**config.mk**
```make
export PLATFORM = sky130hd
export DESIGN_NAME = sha256_hash_engine_unit
export DESIGN_NICKNAME = d
export VERILOG_FILES = /design/src/hw/rtl/sha256_pkg.sv /design/src/hw/rtl/sha256_front.sv /design/src/hw/rtl/sha256_queue.sv /design/src/hw/rtl/sha256_back.sv /design/src/hw/rtl/sha256_hash_engine_unit.sv
export SDC_FILE = /design/constraint.sdc
export NUM_CORES = 2
export LEC_CHECK = 0
export BUFFER_PORTS_ARGS = -buffer_cell sky130_fd_sc_hd__buf_4
export CORE_MARGIN = 8
export CORE_UTILIZATION = 60
export DETAILED_ROUTE_END_ITERATION = 8
export PLACE_DENSITY = 0.79
export SETUP_SLACK_MARGIN = 0.4
export SLEW_MARGIN = 20
export SYNTH_ARGS = -nofsm -noshare
export SYNTH_HDL_FRONTEND = slang
export SYNTH_HIERARCHICAL = 1
export SYNTH_SLANG_ARGS = --single-unit
```
**constraint.sdc**
```tcl
create_clock -name clk -period 24.4 [get_ports clk]
set_input_delay 7.32 -clock clk [delete_from_list [all_inputs] [get_ports clk]]
set_output_delay 7.32 -clock clk [all_outputs]
set_load 0.01 [all_outputs]
```
**src/hw/rtl/sha256_pkg.sv**
```systemverilog
// Shared types, constants and round functions of the SHA-256 hash engine.
package sha256_pkg;

  localparam int BLOCK_BYTES = 64;
  localparam int LEN_POS     = 56;
  localparam int NUM_ROUNDS  = 64;
  localparam int NUM_WORDS   = 8;
  localparam int Q_DEPTH     = 4;
  localparam int Q_AW        = $clog2(Q_DEPTH);
  localparam int Q_CW        = $clog2(Q_DEPTH + 1);

  localparam logic [1:0] ACT_BYTE = 2'd0;
  localparam logic [1:0] ACT_LAST = 2'd1;
  localparam logic [1:0] ACT_END  = 2'd2;

  localparam logic [7:0] PAD_MARK = 8'h80;

  typedef struct packed {
    logic [1:0] action;
    logic [7:0] data_byte;
  } in_word_t;

  typedef struct packed {
    logic [2:0]  word_index;
    logic [31:0] digest_word;
    logic        last_word;
  } out_word_t;

  typedef enum logic [1:0] {
    KIND_BYTE,
    KIND_LAST,
    KIND_END
  } item_kind_t;

  typedef struct packed {
    item_kind_t kind;
    logic [7:0] data_byte;
  } q_item_t;

  typedef enum logic [2:0] {
    BK_IDLE,
    BK_ROUND,
    BK_ADD,
    BK_PAD,
    BK_OUT
  } back_st_t;

  localparam logic [31:0] IV_TAB [NUM_WORDS] = '{
    32'h6a09e667, 32'hbb67ae85, 32'h3c6ef372, 32'ha54ff53a,
    32'h510e527f, 32'h9b05688c, 32'h1f83d9ab, 32'h5be0cd19
  };

  localparam logic [31:0] K_TAB [NUM_ROUNDS] = '{
    32'h428a2f98, 32'h71374491, 32'hb5c0fbcf, 32'he9b5dba5,
    32'h3956c25b, 32'h59f111f1, 32'h923f82a4, 32'hab1c5ed5,
    32'hd807aa98, 32'h12835b01, 32'h243185be, 32'h550c7dc3,
    32'h72be5d74, 32'h80deb1fe, 32'h9bdc06a7, 32'hc19bf174,
    32'he49b69c1, 32'hefbe4786, 32'h0fc19dc6, 32'h240ca1cc,
    32'h2de92c6f, 32'h4a7484aa, 32'h5cb0a9dc, 32'h76f988da,
    32'h983e5152, 32'ha831c66d, 32'hb00327c8, 32'hbf597fc7,
    32'hc6e00bf3, 32'hd5a79147, 32'h06ca6351, 32'h14292967,
    32'h27b70a85, 32'h2e1b2138, 32'h4d2c6dfc, 32'h53380d13,
    32'h650a7354, 32'h766a0abb, 32'h81c2c92e, 32'h92722c85,
    32'ha2bfe8a1, 32'ha81a664b, 32'hc24b8b70, 32'hc76c51a3,
    32'hd192e819, 32'hd6990624, 32'hf40e3585, 32'h106aa070,
    32'h19a4c116, 32'h1e376c08, 32'h2748774c, 32'h34b0bcb5,
    32'h391c0cb3, 32'h4ed8aa4a, 32'h5b9cca4f, 32'h682e6ff3,
    32'h748f82ee, 32'h78a5636f, 32'h84c87814, 32'h8cc70208,
    32'h90befffa, 32'ha4506ceb, 32'hbef9a3f7, 32'hc67178f2
  };

  function automatic logic [31:0] big_sig0(input logic [31:0] x);
    return {x[1:0], x[31:2]} ^ {x[12:0], x[31:13]} ^ {x[21:0], x[31:22]};
  endfunction

  function automatic logic [31:0] big_sig1(input logic [31:0] x);
    return {x[5:0], x[31:6]} ^ {x[10:0], x[31:11]} ^ {x[24:0], x[31:25]};
  endfunction

  function automatic logic [31:0] sml_sig0(input logic [31:0] x);
    return {x[6:0], x[31:7]} ^ {x[17:0], x[31:18]} ^ {3'b000, x[31:3]};
  endfunction

  function automatic logic [31:0] sml_sig1(input logic [31:0] x);
    return {x[16:0], x[31:17]} ^ {x[18:0], x[31:19]} ^ {10'd0, x[31:10]};
  endfunction

  function automatic logic [31:0] ch_fn(input logic [31:0] e, input logic [31:0] f,
                                        input logic [31:0] g);
    return (e & f) ^ (~e & g);
  endfunction

  function automatic logic [31:0] maj_fn(input logic [31:0] a, input logic [31:0] b,
                                         input logic [31:0] c);
    return (a & b) ^ (a & c) ^ (b & c);
  endfunction

endpackage

```
**src/hw/rtl/sha256_front.sv**
```systemverilog
// Input stage: accept words, decode the action and hand items to the queue.
module sha256_front (
  input  logic                clk,
  input  logic                rst_n,
  input  logic                in_valid,
  output logic                in_stall,
  input  sha256_pkg::in_word_t in_word,
  input  logic                q_full,
  output logic                q_push,
  output sha256_pkg::q_item_t q_item
);
  import sha256_pkg::*;

  logic    front_valid_r, front_valid_nxt;
  q_item_t front_item_r, front_item_nxt;
  logic    accept;
  logic    keep;
  q_item_t dec_item;

  assign in_stall = front_valid_r && q_full;
  assign accept   = in_valid && !in_stall;
  assign q_push   = front_valid_r && !q_full;
  assign q_item   = front_item_r;

  always_comb begin
    dec_item.data_byte = in_word.data_byte;
    dec_item.kind      = KIND_BYTE;
    keep               = 1'b1;
    unique case (in_word.action)
      ACT_BYTE: dec_item.kind = KIND_BYTE;
      ACT_LAST: dec_item.kind = KIND_LAST;
      ACT_END:  dec_item.kind = KIND_END;
      default:  keep = 1'b0;
    endcase
  end

  always_comb begin
    front_valid_nxt = front_valid_r;
    front_item_nxt  = front_item_r;
    if (q_push) begin
      front_valid_nxt = 1'b0;
    end
    if (accept) begin
      front_valid_nxt = keep;
      front_item_nxt  = dec_item;
    end
  end

  always_ff @(posedge clk) begin
    if (!rst_n) begin
      front_valid_r <= 1'b0;
    end else begin
      front_valid_r <= front_valid_nxt;
    end
    front_item_r <= front_item_nxt;
  end

endmodule

```
**src/hw/rtl/sha256_queue.sv**
```systemverilog
// Short item queue between the input stage and the hash core.
module sha256_queue (
  input  logic                clk,
  input  logic                rst_n,
  input  logic                push,
  input  sha256_pkg::q_item_t push_item,
  output logic                full,
  input  logic                pop,
  output logic                q_valid,
  output sha256_pkg::q_item_t q_item
);
  import sha256_pkg::*;

  q_item_t          mem_r [Q_DEPTH];
  logic [Q_AW-1:0]  wr_ptr_r, wr_ptr_nxt;
  logic [Q_AW-1:0]  rd_ptr_r, rd_ptr_nxt;
  logic [Q_CW-1:0]  cnt_r, cnt_nxt;
  logic             do_push;
  logic             do_pop;

  assign full    = cnt_r == Q_CW'(Q_DEPTH);
  assign q_valid = cnt_r != '0;
  assign q_item  = mem_r[rd_ptr_r];
  assign do_push = push && !full;
  assign do_pop  = pop && q_valid;

  always_comb begin
    wr_ptr_nxt = do_push ? wr_ptr_r + 1'b1 : wr_ptr_r;
    rd_ptr_nxt = do_pop ? rd_ptr_r + 1'b1 : rd_ptr_r;
    cnt_nxt    = cnt_r;
    if (do_push && !do_pop) begin
      cnt_nxt = cnt_r + 1'b1;
    end else if (do_pop && !do_push) begin
      cnt_nxt = cnt_r - 1'b1;
    end
  end

  always_ff @(posedge clk) begin
    if (!rst_n) begin
      wr_ptr_r <= '0;
      rd_ptr_r <= '0;
      cnt_r    <= '0;
    end else begin
      wr_ptr_r <= wr_ptr_nxt;
      rd_ptr_r <= rd_ptr_nxt;
      cnt_r    <= cnt_nxt;
    end
    if (do_push) begin
      mem_r[wr_ptr_r] <= push_item;
    end
  end

endmodule

```
**src/hw/rtl/sha256_back.sv**
```systemverilog
// Hash core: block fill, padding, 64-round compression and digest output.
module sha256_back (
  input  logic                  clk,
  input  logic                  rst_n,
  input  logic                  q_valid,
  input  sha256_pkg::q_item_t   q_item,
  output logic                  q_pop,
  output logic                  out_valid,
  input  logic                  out_stall,
  output sha256_pkg::out_word_t out_word
);
  import sha256_pkg::*;

  back_st_t    st_r, st_nxt;
  logic [31:0] chain_r [NUM_WORDS];
  logic [31:0] chain_nxt [NUM_WORDS];
  logic [31:0] vars_r [NUM_WORDS];
  logic [31:0] vars_nxt [NUM_WORDS];
  logic [511:0] win_r, win_nxt;
  logic [63:0] bits_r, bits_nxt;
  logic [5:0]  pos_r, pos_nxt;
  logic [5:0]  rnd_r, rnd_nxt;
  logic [2:0]  oidx_r, oidx_nxt;
  logic        fin_r, fin_nxt;
  logic        first_r, first_nxt;
  logic        len_ok_r, len_ok_nxt;
  logic        len_done_r, len_done_nxt;
  logic        out_valid_r, out_valid_nxt;
  out_word_t   out_word_r, out_word_nxt;

  logic        take;
  logic        wr_byte;
  logic        pos_end;
  logic        out_load;
  logic [7:0]  pad_byte;
  logic [7:0]  byte_in;
  logic [5:0]  pos_after;
  logic [31:0] w_cur;
  logic [31:0] w_new;
  logic [31:0] t1;
  logic [31:0] t2;

  assign take     = (st_r == BK_IDLE) && q_valid;
  assign q_pop    = take;
  assign wr_byte  = (take && q_item.kind != KIND_END) || (st_r == BK_PAD);
  assign pos_end  = pos_r == 6'(BLOCK_BYTES - 1);
  assign out_load = (st_r == BK_OUT) && (!out_valid_r || !out_stall);
  assign out_valid = out_valid_r;
  assign out_word  = out_word_r;

  assign pad_byte = first_r ? PAD_MARK :
                    (len_ok_r && pos_r >= 6'(LEN_POS)) ?
                    bits_r[{~pos_r[2:0], 3'b000} +: 8] : 8'h00;
  assign byte_in   = (st_r == BK_PAD) ? pad_byte : q_item.data_byte;
  assign pos_after = (q_item.kind == KIND_LAST) ? pos_r + 1'b1 : pos_r;

  assign w_cur = win_r[511:480];
  assign w_new = sml_sig1(win_r[63:32]) + win_r[223:192] + sml_sig0(win_r[479:448]) + w_cur;
  assign t1    = vars_r[7] + big_sig1(vars_r[4]) + ch_fn(vars_r[4], vars_r[5], vars_r[6]) +
                 K_TAB[rnd_r] + w_cur;
  assign t2    = big_sig0(vars_r[0]) + maj_fn(vars_r[0], vars_r[1], vars_r[2]);

  always_comb begin
    st_nxt = st_r;
    unique case (st_r)
      BK_IDLE: begin
        if (take) begin
          if (wr_byte && pos_end) begin
            st_nxt = BK_ROUND;
          end else if (q_item.kind != KIND_BYTE) begin
            st_nxt = BK_PAD;
          end
        end
      end
      BK_ROUND: begin
        if (rnd_r == 6'(NUM_ROUNDS - 1)) begin
          st_nxt = BK_ADD;
        end
      end
      BK_ADD: begin
        if (!fin_r) begin
          st_nxt = BK_IDLE;
        end else if (len_done_r) begin
          st_nxt = BK_OUT;
        end else begin
          st_nxt = BK_PAD;
        end
      end
      BK_PAD: begin
        if (pos_end) begin
          st_nxt = BK_ROUND;
        end
      end
      BK_OUT: begin
        if (out_load && oidx_r == 3'(NUM_WORDS - 1)) begin
          st_nxt = BK_IDLE;
        end
      end
      default: st_nxt = BK_IDLE;
    endcase
  end

  always_comb begin
    chain_nxt     = chain_r;
    vars_nxt      = vars_r;
    win_nxt       = win_r;
    bits_nxt      = bits_r;
    pos_nxt       = pos_r;
    rnd_nxt       = rnd_r;
    oidx_nxt      = oidx_r;
    fin_nxt       = fin_r;
    first_nxt     = first_r;
    len_ok_nxt    = len_ok_r;
    len_done_nxt  = len_done_r;
    out_valid_nxt = out_valid_r;
    out_word_nxt  = out_word_r;

    if (wr_byte) begin
      win_nxt = {win_r[503:0], byte_in};
      pos_nxt = pos_r + 1'b1;
      if (pos_end) begin
        vars_nxt = chain_r;
        rnd_nxt  = '0;
      end
    end

    if (take) begin
      if (q_item.kind != KIND_END) begin
        bits_nxt = bits_r + 64'd8;
      end
      if (q_item.kind != KIND_BYTE) begin
        fin_nxt      = 1'b1;
        first_nxt    = 1'b1;
        len_ok_nxt   = pos_after < 6'(LEN_POS);
        len_done_nxt = 1'b0;
      end
    end

    if (st_r == BK_PAD) begin
      first_nxt = 1'b0;
      if (pos_end) begin
        if (len_ok_r) begin
          len_done_nxt = 1'b1;
        end else begin
          len_ok_nxt = 1'b1;
        end
      end
    end

    if (st_r == BK_ROUND) begin
      win_nxt     = {win_r[479:0], w_new};
      rnd_nxt     = rnd_r + 1'b1;
      vars_nxt[7] = vars_r[6];
      vars_nxt[6] = vars_r[5];
      vars_nxt[5] = vars_r[4];
      vars_nxt[4] = vars_r[3] + t1;
      vars_nxt[3] = vars_r[2];
      vars_nxt[2] = vars_r[1];
      vars_nxt[1] = vars_r[0];
      vars_nxt[0] = t1 + t2;
    end

    if (st_r == BK_ADD) begin
      for (int j = 0; j < NUM_WORDS; j++) begin
        chain_nxt[j] = chain_r[j] + vars_r[j];
      end
      oidx_nxt = '0;
    end

    if (out_valid_r && !out_stall) begin
      out_valid_nxt = 1'b0;
    end
    if (out_load) begin
      out_valid_nxt            = 1'b1;
      out_word_nxt.word_index  = oidx_r;
      out_word_nxt.digest_word = chain_r[oidx_r];
      out_word_nxt.last_word   = oidx_r == 3'(NUM_WORDS - 1);
      oidx_nxt                 = oidx_r + 1'b1;
      if (oidx_r == 3'(NUM_WORDS - 1)) begin
        chain_nxt = IV_TAB;
        bits_nxt  = '0;
        fin_nxt   = 1'b0;
      end
    end
  end

  always_ff @(posedge clk) begin
    if (!rst_n) begin
      st_r        <= BK_IDLE;
      chain_r     <= IV_TAB;
      bits_r      <= '0;
      pos_r       <= '0;
      rnd_r       <= '0;
      oidx_r      <= '0;
      fin_r       <= 1'b0;
      first_r     <= 1'b0;
      len_ok_r    <= 1'b0;
      len_done_r  <= 1'b0;
      out_valid_r <= 1'b0;
    end else begin
      st_r        <= st_nxt;
      chain_r     <= chain_nxt;
      bits_r      <= bits_nxt;
      pos_r       <= pos_nxt;
      rnd_r       <= rnd_nxt;
      oidx_r      <= oidx_nxt;
      fin_r       <= fin_nxt;
      first_r     <= first_nxt;
      len_ok_r    <= len_ok_nxt;
      len_done_r  <= len_done_nxt;
      out_valid_r <= out_valid_nxt;
    end
    vars_r     <= vars_nxt;
    win_r      <= win_nxt;
    out_word_r <= out_word_nxt;
  end

  a_out_after_len: assert property (@(posedge clk) disable iff (!rst_n)
    (st_r == BK_OUT) |-> (fin_r && len_done_r))
    else $error("digest output without a finished length block");

  a_idle_clean: assert property (@(posedge clk) disable iff (!rst_n)
    (st_r == BK_IDLE) |-> !fin_r)
    else $error("idle with a message end still pending");

  a_add_after_rounds: assert property (@(posedge clk) disable iff (!rst_n)
    (st_r == BK_ADD) |-> ($past(st_r) == BK_ROUND && $past(rnd_r) == 6'(NUM_ROUNDS - 1)))
    else $error("chain update not preceded by the final round");

  a_last_index: assert property (@(posedge clk) disable iff (!rst_n)
    (out_valid_r && out_word_r.last_word) |-> (out_word_r.word_index == 3'(NUM_WORDS - 1)))
    else $error("last word flag on a word other than the eighth");

endmodule

```
**src/hw/rtl/sha256_hash_engine_unit.sv**
```systemverilog
// Top level of the SHA-256 hash engine: input stage, item queue and hash core.
//
//   channel   ports                          carries
//   input     in_valid / in_stall / in_word  action, data_byte
//   result    out_valid / out_stall / out_word  word_index, digest_word, last_word
//
// A byte passes the input register and the queue into the core; every 64th byte
// starts the rounds and a chain update in the shared round unit, while the core
// takes no new bytes and the queue buffers them.
// Message end adds padding at one byte per cycle (up to 64, or 72 with an extra
// block), one or two compressions, then eight digest words, one per cycle unless
// stalled. Reset is synchronous on rst_n low, with no clearing pass.
// A stalled result waits in the output register; the queue takes bytes until full.
module sha256_hash_engine_unit (
  input  logic                  clk,
  input  logic                  rst_n,
  input  logic                  in_valid,
  output logic                  in_stall,
  input  sha256_pkg::in_word_t  in_word,
  output logic                  out_valid,
  input  logic                  out_stall,
  output sha256_pkg::out_word_t out_word
);
  import sha256_pkg::*;

  logic    q_full;
  logic    q_push;
  q_item_t push_item;
  logic    q_pop;
  logic    q_valid;
  q_item_t q_item;

  sha256_front u_front (
    .clk      (clk),
    .rst_n    (rst_n),
    .in_valid (in_valid),
    .in_stall (in_stall),
    .in_word  (in_word),
    .q_full   (q_full),
    .q_push   (q_push),
    .q_item   (push_item)
  );

  sha256_queue u_queue (
    .clk       (clk),
    .rst_n     (rst_n),
    .push      (q_push),
    .push_item (push_item),
    .full      (q_full),
    .pop       (q_pop),
    .q_valid   (q_valid),
    .q_item    (q_item)
  );

  sha256_back u_back (
    .clk       (clk),
    .rst_n     (rst_n),
    .q_valid   (q_valid),
    .q_item    (q_item),
    .q_pop     (q_pop),
    .out_valid (out_valid),
    .out_stall (out_stall),
    .out_word  (out_word)
  );

endmodule

```
* Word-level counts from Yosys, hierarchy flattened
Memories as Yosys holds them, arrays and structs flattened. A register that Yosys moved wholly into a read port is not among the register bits.
Index checks and enable logic that the tools add are counted.
** Cells by class
- Add/sub/neg operators :: 26
- Multiply operators :: 0
- Div/mod/pow operators :: 0
- Order comparisons :: 4
- Eq/ne operators :: 17
- Shifts and indexed selects :: 1
- Multiplexer cells :: 61
- Bitwise gates (word level) :: 21
- Reductions and logical operators :: 37
** Operators with widths (number)
- two-way mux 256 bit :: 6
- two-way mux 512 bit :: 2
- adder 32 bit :: 18
- XOR 32 bit :: 9
- two-way mux 64 bit :: 4
- AND 32 bit :: 5
- two-way mux 32 bit :: 4
- binary-select mux 32 bit (select 3 bit) :: 1
- adder 64 x 4 -> 64 bit (second input constant) :: 1
- variable part select 64 x 7 -> 8 bit :: 1
- two-way mux 3 bit :: 12
- NOT 32 bit :: 1
- XOR 32 x 22 -> 32 bit :: 1
- XOR 32 x 29 -> 32 bit :: 1
- two-way mux 6 bit :: 4
- two-way mux 8 bit :: 3
- two-way mux 1 bit :: 21
- one-hot mux 3 bit (5 select lines) :: 1
- logical AND 1 bit :: 14
- nonzero test 2 bit :: 7
- adder 6 x 1 -> 6 bit (second input constant) :: 2
- == test 6 bit (second input constant) :: 2
- == test 3 bit (second input constant) :: 3
- greater-or-equal comparator 7 bit (second input constant) :: 1
- 28 further kinds :: 43
** Word-level totals
- Bits in registers :: 1165
- Bits in latches :: 0
- RAM bits :: 40
- Bits in read-only memories :: 2048
- Word-level logic and storage cells :: 205
- Memories :: 2
** Memories
- (name not given) :: words 64, width 32, rd ports 1, clocked after memory_dff 0, wr ports 0, line sha256_back.sv:60 : K_TAB[rnd_r] + w_cur;
- u_queue.mem_r :: words 4, width 10, rd ports 1, clocked after memory_dff 1, wr ports 1, line sha256_queue.sv:14 : q_item_t mem_r [Q_DEPTH];

* Depth between registers and ports, before layout
- Word-level depth :: 8
- Gate-level depth with buffers :: 37
- Mapped depth without buffers :: 36

* By module
The synthesis kept the hierarchy.
** By module, submodules not included
- sha256_back :: times used 1, cells each 8571, area each 76390.8 um^2
- sha256_queue :: times used 1, cells each 100, area each 1926.8 um^2
- sha256_front :: times used 1, cells each 18, area each 370.4 um^2

* Worst setup path before layout
No wires, ideal clock.
- Path kind :: register -> register
- Start :: register u_back.st_r[1]
- End :: register u_back.win_r[0], enable pin
- Setup time :: 3670 ps
- Arrival :: 10009 ps
- Required time :: 20730 ps
- Slack :: 10721 ps
- Cell stages (with the launch flop) :: 8
- Path buffers :: 5
- Period minus slack after synthesis :: 13679 ps
- Cells stage by stage :: dfxtp_1 -> clkbuf_1 -> or3_1 -> buf_6 -> clkbuf_1 -> clkbuf_1 -> clkbuf_1 -> nand2_1
** On the way
- Word-level cells in the longest chain between the ends :: 5
- Elaborated cells on any way between the ends :: 7
** Ends and longest elaborated chain
- from (decl) :: line sha256_back.sv:14 : back_st_t st_r, st_nxt;
- from (signal assigned) :: line sha256_back.sv:201 : st_r <= st_nxt;
- zero test 3 bit :: line sha256_back.sv:43 : assign take = (st_r == BK_IDLE) && q_valid;
- logical AND 1 bit :: line sha256_back.sv:43
- logical AND 1 bit :: line sha256_back.sv:45 : assign wr_byte = (take && q_item.kind != KIND_END) || (st_r == BK_PAD);
- logical OR 1 bit :: line sha256_back.sv:45
- nonzero test 2 bit (no line) *
- to (signal assigned) :: line sha256_back.sv:214 : win_r <= win_nxt;
- to (decl) :: line sha256_back.sv:19 : logic [511:0] win_r, win_nxt;
Mark *: on every way between the ends. The rest lies on a longest branch, timed or not.
A chain may end at the register's enable or synchronous reset.

* Final worst setup path
- Start :: input out_stall
- End :: register u_back/chain_r[16] in the netlist's numbering
** On the way
- Word-level cells in the longest chain between the ends :: 4
** Ends and longest elaborated chain
- from (decl) :: line sha256_hash_engine_unit.sv:21 : input logic out_stall,
- zero test 1 bit :: line sha256_back.sv:47 : assign out_load = (st_r == BK_OUT) && (!out_valid_r || !out_stall);
- logical OR 1 bit :: line sha256_back.sv:47
- logical AND 1 bit :: line sha256_back.sv:47
- named net u_back.out_load :: line sha256_back.sv:34 : logic out_load;
- two-way mux 256 bit :: line sha256_back.sv:173 : if (out_load) begin
- to (signal assigned) :: line sha256_back.sv:202 : chain_r <= chain_nxt;
- to (decl) :: line sha256_back.sv:15 : logic [31:0] chain_r [NUM_WORDS];
The timed path passes the listed nets, and every way through them passes these cells.

==> results.json <==
{
  "antenna_found_initial": 6,
  "vias_per_cell": 6.17,
  "clk_pin_slew_ns": 0.06,
  "synth_top_family_by_area": "simple AND/OR/NAND/NOR gates",
  "min_path_cells": 1,
  "rows": 133,
  "synth-simple-area-share": 0.177,
  "muxShareOfSynthArea": 0.0388,
  "crit_fanout": 138,
  "fin_crit_ns": 10.31,
  "met1_usage": 0.439,
  "cpLargestDelayFamily": "simple AND/OR/NAND/NOR gates",
  "post_cts_buffers": 0,
  "min_period_over_period": 0.423,
  "cp_slowest_cell": "inv_2",
  "synth_seq_area_share": 0.415,
  "start_util": 0.602,
  "worstPathArrival_ns": 10.99,
  "ys.flop_type": "edfxtp_1",
  "drt_wl_total_um": 231000,
  "cts_root_buffer": "clkbuf_16",
  "grt_pass1_vias": 59900,
  "grt_pass1_wl_um": 352000,
  "synth_fa_ha_area_frac": 0.115,
  "dp_hpwl_um": 164000,
  "met2_usage": 0.473,
  "tns_ns": 0,
  "synth_edf_count": 854,
  "status": "finished clean",
  "async_flop_share": 0,
  "finalMaxSlewViolations": 0,
  "clkLatencyLatePin_ns": 0.80,
  "route.vias.total": 63700,
  "postRouteAntennaNets": 0,
  "clk_path_buf_depth": 3,
  "r2r-start": "u_back/rnd_r[0]$_SDFFE_PN0P_",
  "synthTopCellsByArea": "edfxtp_1 (33%), nand2_1 (12%), dfxtp_1 (8.9%)",
  "r2r-end": "u_back/vars_r[255]$_DFFE_PP_",
  "finalSetupViolCount": 0,
  "busiest_layer": "met2",
  "syn_area_um2": 78700,
  "slew_headroom": 0.161,
  "clock_sinks": 1204,
  "path_cells": "buf_4 > nand2_1 > nand2_1 > inv_2 > nand2_1 > nand2_4 > buf_12 > nor2_2 > a22o_1",
  "synth_compound_area_frac": 0.138,
  "cts_buffers": 136,
  "endpoint_kind": "flop",
  "syn_nets": 9308,
  "die_w_um": 378,
  "nets": 9079,
  "rsz0062_at_grt": "false",
  "yosys.area_share.xor_xnor": 0.0678,
  "worstSetupPathType": "in2reg",
  "cp_num_buf_inv": 3,
  "ys_seq_elements": 1204,
  "num-fill-cells": 10600,
  "r2r.worst_path.cells": 35,
  "max_freq_mhz": 97.0,
  "required_ns": 25.07,
  "critical_path.max_stage_delay_ns": 0.77,
  "area_growth_pct": 7.30,
  "tightest_slew_ns": 1.26,
  "grt_usage": 0.314,
  "port_buffers": 51,
  "finClkSkew_ns": 0.0404,
  "drc": 0,
  "ys_types": 111,
  "worstHoldEndpoint": "u_back/rnd_r[5]$_SDFFE_PN0P_",
  "r2r_setup_slack_ns": 15.17,
  "worstHoldStart": "u_back/rnd_r[5]$_SDFFE_PN0P_",
  "core_area_um2": 131000,
  "cts_tree": "built",
  "hold_viol": 0,
  "cap_violations": 0,
  "die-area_um2": 143000,
  "grt_max_degree": 253,
  "grt_overflow": 0,
  "syn_inst": 8689,
  "hold_buffers": 0,
  "grt_use_met3": 0.0648,
  "gp_congestion": 1.00,
  "worstSetupStartpointType": "input port",
  "drt_iter0_markers": 7718,
  "ys_warn_count": 6,
  "dr.pass1.iters": 6,
  "hp-class": "reg2reg",
  "die_y_um": 378,
  "ctsResizeCount": 0,
  "avgSynthCellArea_um2": 9.06,
  "pin_count": 52,
  "cpMostUsedCell": "nand2_1",
  "routedWlPerCell_um": 22.4,
  "h-tree-depth": 4,
  "drive_above_1_share": 0.0650,
  "yosysTopAreaCell": "edfxtp_1",
  "insertedDiodeCount": 0,
  "synth_top_area_share": 0.326
}
## registers in the layout (all words and copies together), names as in the netlist, 6 cells and up, named ones only
signal,count
u_back/win_r,512
u_back/chain_r,256
u_back/vars_r,256
u_back/bits_r,61
u_queue/mem_r,40
u_back/out_word,36
u_front/q_item,10
u_back/pos_r,6
u_back/rnd_r,6
## cell type report
class,instances,area (um^2),area share
Clock inverter,69,661,0.00782
Timing Repair Buffer,111,900,0.0107
Clock buffer,181,3750,0.0444
Sequential cell,1204,32700,0.387
Tap cell,1755,2200,0.0260
Multi-Input combinational cell,6499,42300,0.502
Inverter,508,1910,0.0227
## cells by family (layout without fill, tap and decap cells)
| group | count (synthesis) | count (layout) |
|---|---|---|
| simple gates | 3360 | 3360 |
| compound gates | 1744 | 1744 |
| flops | 1204 | 1204 |
| buf+inv | 986 | 869 |
| fa+ha+maj | 607 | 607 |
| xor+xnor | 606 | 606 |
| mux | 182 | 182 |
## metrics by stage
stage          setup slack, ns  instance area (um^2)  hold WS [ns]   util  instances
2_1_floorplan            10.72                 78700         0.435      -       8689
3_3_place_gp             13.44                 80000         0.436  0.612      10100
3_5_place_dp             13.26                 80000         0.446  0.612      10100
4_1_cts                  14.14                 84400         0.456  0.645      10300
5_1_grt                  13.84                 84400         0.484  0.646      10300
6_report                 14.09                 84400         0.454  0.646      10300
## Yosys cell counts, types with 64 or more instances
cell	n
ha_1	409
mux2_2	64
a21o_1	177
fa_1	196
nand3_1	104
xnor2_1	323
inv_1	506
edfxtp_1	854
nand2_1	2474
nand2b_1	70
dfxtp_1	350
nor2b_1	65
nor3_1	86
mux4_2	92
clkbuf_1	436
a21oi_1	515
o211ai_1	106
o21ai_0	487
nor2_1	321
xor2_1	281
## placed cells by master, fill, tap and decap left out, types with 19 or more instances in the layout
cell type / n
nand3_1: 104
o21ai_0: 485
o21bai_1: 49
nand4_1: 25
dfxtp_1: 342
a21boi_0: 19
nor3_1: 85
a211oi_1: 62
and2_1: 33
mux2_2: 64
a31oi_1: 42
a21o_1: 177
nand2_1: 2472
mux2i_1: 26
nor2_1: 320
o21a_1: 50
edfxtp_1: 854
inv_1: 504
ha_1: 409
a21oi_1: 515
fa_1: 196
buf_4: 105
clkbuf_1: 32
and3_1: 45
clkbuf_16: 140
clkinv_2: 27
nand2b_1: 70
or3_1: 42
nor2b_1: 65
xor2_1: 281
o211ai_1: 106
mux4_2: 92
xnor2_1: 323
o31ai_1: 28
## layer usage
metal | up-vias | wire (um)
li1 | 29400 | -
met1 | 30600 | 94800
met2 | 3116 | 101000
met3 | 623 | 23200
met4 | 6 | 11800
met5 | - | 43
## worst max path at each step
| stage | from | endpoint | slack, ns | depth (start not counted) |
|---|---|---|---|---|
| 2_1_floorplan | u_back/st_r[1]$_SDFFE_PN0P_ | u_back/win_r[0]$_DFFE_PP_ | 10.72 | 7 |
| 3_3_place_gp | out_stall | u_back/chain_r[28]$_SDFF_PN1_ | 13.44 | 12 |
| 3_5_place_dp | out_stall | u_back/chain_r[28]$_SDFF_PN1_ | 13.26 | 12 |
| 4_1_cts | out_stall | u_back/chain_r[28]$_SDFF_PN1_ | 14.14 | 12 |
| 5_1_grt | out_stall | u_back/chain_r[28]$_SDFF_PN1_ | 13.84 | 12 |
| 6_report | out_stall | u_back/chain_r[16]$_SDFF_PN0_ | 14.09 | 9 |
## worst register-to-register path: cells and delay by family (launching register included)
kind	cells	cell delay [ns]
AOI/OAI and AO/OA	16	3.48
xor gates and xnor gates	2	0.61
adders and majority gates	6	2.78
buffers and inverters	5	0.88
DFF	1	0.31
and+or+nand+nor	6	1.01
Power is not shown: default switching activity piles up to over one toggle a cycle in this logic, so the estimate is an artifact.
